[src/rtl/core/btr_pkg.sv]
// Shared types and constants for the bitmap text renderer.
// No dependencies; imported by every module of the block.
`default_nettype none

package btr_pkg;

  // Store geometry
  localparam int GLYPH_COUNT = 256;
  localparam int MAX_GLYPH_W = 16;
  localparam int MAX_GLYPH_H = 32;
  localparam int POS_BITS    = 13;
  localparam int CODE_BITS   = $clog2(GLYPH_COUNT);
  localparam int ROW_BITS    = $clog2(MAX_GLYPH_H);
  localparam int ADDR_BITS   = CODE_BITS + ROW_BITS;
  localparam int STORE_DEPTH = GLYPH_COUNT * MAX_GLYPH_H;

  // Field widths
  localparam int CW_BITS    = 5;
  localparam int CH_BITS    = 6;
  localparam int FRAME_BITS = 12;
  localparam int COLOR_BITS = 32;
  localparam int CMD_BITS   = 2;
  localparam int IN_BITS    = 88;
  localparam int OUT_BITS   = 80;
  localparam int CFG_IDX_BITS = 2;

  // Command codes
  localparam logic [CMD_BITS-1:0] CMD_LOAD  = 2'd0;
  localparam logic [CMD_BITS-1:0] CMD_START = 2'd1;
  localparam logic [CMD_BITS-1:0] CMD_CHAR  = 2'd2;

  // Special character codes
  localparam logic [CODE_BITS-1:0] CODE_NUL     = 8'd0;
  localparam logic [CODE_BITS-1:0] CODE_TAB     = 8'd9;
  localparam logic [CODE_BITS-1:0] CODE_NEWLINE = 8'd10;
  localparam logic [2:0]           TAB_CELLS    = 3'd4;

  // Register indexes
  localparam logic [CFG_IDX_BITS-1:0] REG_CHAR_WIDTH   = 2'd0;
  localparam logic [CFG_IDX_BITS-1:0] REG_CHAR_HEIGHT  = 2'd1;
  localparam logic [CFG_IDX_BITS-1:0] REG_FRAME_WIDTH  = 2'd2;
  localparam logic [CFG_IDX_BITS-1:0] REG_FRAME_HEIGHT = 2'd3;

  // Controller -> datapath
  typedef struct packed {
    logic accept;  // take the input item this cycle
    logic issue;   // read the next glyph row
  } btr_cmd_t;

  // Datapath -> controller
  typedef struct packed {
    logic is_draw;    // input item is a printable character
    logic can_issue;  // read stage is free to take a row
    logic row_last;   // current row is the final glyph row
  } btr_stat_t;

endpackage

`default_nettype wire

[src/rtl/core/btr_ctrl.sv]
// Controller for the bitmap text renderer: takes items and sequences glyph rows.
// Depends on btr_pkg.
`default_nettype none

module btr_ctrl
  import btr_pkg::*;
(
  input  wire logic      clk,
  input  wire logic      rst,
  input  wire logic      in_valid,
  output logic           in_ready,
  input  wire btr_stat_t stat,
  output btr_cmd_t       cmd
);

  typedef enum logic [1:0] {
    ST_IDLE = 2'b01,
    ST_DRAW = 2'b10
  } state_t;

  state_t state, state_next;

  // Outputs and next state; no item is taken while in reset
  always_comb begin
    state_next = state;
    in_ready   = 1'b0;
    cmd        = '0;
    case (state)
      ST_IDLE: begin
        in_ready   = !rst;
        cmd.accept = in_valid && !rst;
        if (cmd.accept && stat.is_draw) begin
          state_next = ST_DRAW;
        end
      end
      ST_DRAW: begin
        cmd.issue = stat.can_issue;
        if (stat.can_issue && stat.row_last) begin
          state_next = ST_IDLE;
        end
      end
      default: begin
        state_next = ST_IDLE;
      end
    endcase
  end

  always_ff @(posedge clk) begin
    if (rst) begin
      state <= ST_IDLE;
    end else begin
      state <= state_next;
    end
  end

endmodule

`default_nettype wire

[config.mk]
export PLATFORM = sky130hd
export DESIGN_NAME = btr_ctrl
export DESIGN_NICKNAME = d
export VERILOG_FILES = /design/src/rtl/core/btr_pkg.sv /design/src/rtl/core/btr_ctrl.sv
export SDC_FILE = /design/constraint.sdc
export NUM_CORES = 1
export LEC_CHECK = 0
export ABC_AREA = 0
export BUFFER_PORTS_ARGS = -buffer_cell sky130_fd_sc_hd__buf_2
export CELL_PAD_IN_SITES_DETAIL_PLACEMENT = 1
export CELL_PAD_IN_SITES_GLOBAL_PLACEMENT = 2
export CORE_AREA = 8 8 45 47
export CTS_CLUSTER_SIZE = 12
export DETAILED_ROUTE_END_ITERATION = 8
export DIE_AREA = 0 0 53 55
export GPL_TIMING_DRIVEN = 0
export PLACE_DENSITY_LB_ADDON = 0.15
export SLEW_MARGIN = 20
export SYNTH_ARGS = -nofsm -noshare
export SYNTH_HDL_FRONTEND = slang
export SYNTH_SLANG_ARGS = --single-unit
[constraint.sdc]
create_clock -name clk -period 2 [get_ports clk]
set_input_delay 0.3 -clock clk [delete_from_list [all_inputs] [get_ports clk]]
set_output_delay 0.3 -clock clk [all_outputs]
set_load 0.03 [all_outputs]
==> Word level (Yosys, flattened, before mapping) <==
Index checks and enable logic that the tools add are counted.
{ "op_classes": {"eq_ne": 4, "mux": 6, "reduce_logical": 5} }
{ "ops": {"columns": ["operator", "n"], "rows": [
  ["2-bit 2-to-1 mux", 2],
  ["2-bit inequality test, second input constant", 2],
  ["2-bit one-hot mux with 2 select lines", 1],
  ["1-bit logical AND", 3],
  ["1-bit 2-to-1 mux", 3],
  ["2-bit by 1-bit equality test with 1-bit output, second input constant", 1],
  ["2-bit equality test, second input constant", 1],
  ["2-bit AND reduction", 1],
  ["1-bit logical NOT", 1]
]} }
{ "word_totals": {"register_bits": 2, "inputBits": 6, "elab_cells": 16} }

==> Depth between registers and ports, before layout <==
{ "depth": {"ltp_word": 5, "ltp_mapped": 3, "ltp_nobuf": 3} }

==> Least setup slack after synthesis <==
Ideal clock, no wire load.
{ "synth_timing": {"path_type": "flip-flop to output port", "start": "register state[0]", "end": "output port cmd[1] in the netlist's numbering", "arrival_time_ns": 1.179, "t_required_ns": 1.700, "path_slack_ns": 0.521, "stages_incl_launch_ff": 3, "path_cell_list": "dfxtp_1 nor3b_2 and2_1"} }
{ "synth_lines": {"columns": ["element", "line", "text"], "rows": [
  ["start, declared", "btr_ctrl.sv:21", "state_t state, state_next;"],
  ["start signal, assigned", "btr_ctrl.sv:52", "state <= state_next;"],
  ["end, declared", "btr_ctrl.sv:13", "output btr_cmd_t cmd"]
]} }

==> impl_metrics.json <==
{
  "vias": 119,
  "setup_tns_ns": 0,
  "largest_reg_flops": 2,
  "avgSynthCellArea_um2": 8.99,
  "place_area_um2": 159,
  "ant_nets": 0,
  "cts_htree_levels": 1,
  "final_cell_area_um2": 181,
  "seq_area_um2": 40.0,
  "grt_pass1_wl_um": 593,
  "rsz0062_at_grt": "no",
  "drive_gt1_share_pct": 54.5,
  "p_switching_w": 0.0000368,
  "routed_wl_um": 366,
  "required_ns": 1.70,
  "crit_type": "reg -> out",
  "status": "complete, no violations",
  "track_usage_pct": 3.22,
  "cts_buffer_depth": 2,
  "synth_ff_type": "dfxtp_1",
  "syn_area_um2": 98.8,
  "p_int_w": 0.000118,
  "wl_per_cell_um": 9.63,
  "hold_buffers": 0,
  "io_buffers": 8,
  "synthDominantCellAreaShare_pct": 40.5,
  "ys_async_sr_fraction_pct": 0,
  "die_w_um": 53,
  "yosys.area.top_type": "dfxtp_1",
  "leakagePower_nw": 0.0824,
  "drv_slew": 0,
  "cts_buffers": 3,
  "dieArea_um2": 2920,
  "combPwrFrac_pct": 14.0,
  "initial_core_util_pct": 7.14,
  "worstPathArrival_ns": 1.12,
  "setup_viol": 0,
  "ys_seq_area_share_pct": 40.5,
  "seqPwrFrac_pct": 28.5,
  "worst_pin_slew_ns": 0.158,
  "pwr-share-clk_pct": 57.5,
  "cts_tree": "done",
  "fin_crit_ns": 1.42,
  "clock_latency_ns": 0.22,
  "synth_area_leaders": "dfxtp_1 (41%), nor3b_2 (13%), nand4b_1 (8.9%)",
  "clock_skew_ns": 0.00101,
  "switching_share_pct": 23.8,
  "hp-class": "in -> reg",
  "cts_root_buf": "clkbuf_4",
  "regMostFlops": "state",
  "fp.dieH_um": 55,
  "p_total_w": 0.000154,
  "syn_nets": 17,
  "irDropWorstVdd_mv": 0.243,
  "hold_viol_final": 0,
  "nNetsFinal": 30,
  "grt_max_degree": 5,
  "antenna_found_initial": 0,
  "ys.warnings.count": 0,
  "cts_resized": 0,
  "grt-ovfl-total": 0,
  "clock-sinks": 2,
  "cp_max_fo": 4,
  "synth-seq-cells": 2,
  "cap_violations": 0,
  "routabilityCongestion": 0.577,
  "reg.largest.list": "state (2)",
  "cts_setup_buffers": 0,
  "synth_commonest_cells": "dfxtp_1 (2), nand2_1 (2)",
  "slew_headroom_pct": 89.4,
  "drt_iter0_markers": 4,
  "synthCells": 11,
  "cp-start-kind": "flop",
  "area_growth_pct": 83.5,
  "route.detailed.drc": 0,
  "period_share_pct": 71.0,
  "drtPass1Iterations": 3,
  "num_rows": 14,
  "setup.worst_path.end_class": "primary output",
  "core_area_um2": 1380,
  "multiInputGateArea_um2": 58.8,
  "path_clk_slew_ns": 0.03,
  "p_per_area_nw_per_um2": 852,
  "fillCellCount": 171,
  "grt_pass1_vias": 145,
  "vias_per_cell": 3.13,
  "synth-edff-count": 0,
  "ios": 9,
  "clock.fmax_mhz": 705,
  "ys_types": 9,
  "num_antenna_cells": 0
}
==> critical path, stage by stage, from the launching register on <==
cell	delay (ns)
dfxtp_1	0.36
nor3b_2	0.21
and2_1	0.14
buf_2	0.19
==> kinds of logic (layout without fill, tap and decap cells) <==
group           count (synthesis)  in the layout  share of synthesized area [%]
simple gates                    7              7                           46.8
compound gates                  2              2                           12.7
flops                           2              2                           40.5
buf+inv                         0             11                              0
==> worst paths after layout <==
path | start | end | slack (ns) | cells past startpoint
min | rst | state[1] | 0.28 | 2
min reg2reg | state[1] | state[1] | 0.57 | 2
max | state[0] | cmd[1] | 0.58 | 3
max reg2reg | state[1] | state[0] | 1.14 | 2
==> cell type report <==
type,instances,share of cell area [%]
clock buffer,3,12.4
multi-input combinational,9,32.4
sequential,2,22.1
tap,16,11.0
timing repair buffer,8,22.1
==> power groups by stage <==
| stage | Sequential, W | Combinational [W] | Clock, W |
|---|---|---|---|
| after floorplan | 0.0000438 | 0.0000123 | 0 |
| after global placement | 0.0000446 | 0.0000217 | 0 |
| after detailed placement | 0.0000444 | 0.0000219 | 0 |
| after CTS | 0.0000439 | 0.0000220 | 0.0000974 |
| after global routing | 0.0000441 | 0.0000236 | 0.000102 |
| final | 0.0000441 | 0.0000216 | 0.0000888 |
==> stage by stage <==
step | std cells | hold WS, ns | utilization [%] | worst slack, ns
5_1_grt | 38 | 0.281 | 13.1 | 0.470
4_1_cts | 38 | 0.274 | 13.1 | 0.576
2_1_floorplan | 11 | 0.369 | - | 0.521
3_3_place_gp | 35 | 0.512 | 11.5 | 0.789
6_report | 38 | 0.283 | 13.1 | 0.581
3_5_place_dp | 35 | 0.516 | 11.5 | 0.774
==> cells in the final DEF, fill, tap and decap left out <==
cell / instances
dfxtp_1: 2
buf_2: 8
and2_1: 1
nand4b_1: 1
nand2_1: 2
a21oi_1: 1
nor3b_2: 1
clkbuf_4: 3
nand3b_1: 1
a21o_1: 1
nor2_1: 1
==> per-layer routing <==
| metal | GRT usage [%] | routed length (um) | vias up |
|---|---|---|---|
| met2 | 3.13 | 128 | 7 |
| met3 | 3.21 | 89 | 0 |
| li1 | - | - | 61 |
| met5 | 0 | 0 | - |
| met4 | 5.17 | 0 | 0 |
| met1 | 2.87 | 147 | 51 |
Power figures use the tool's default switching activity.
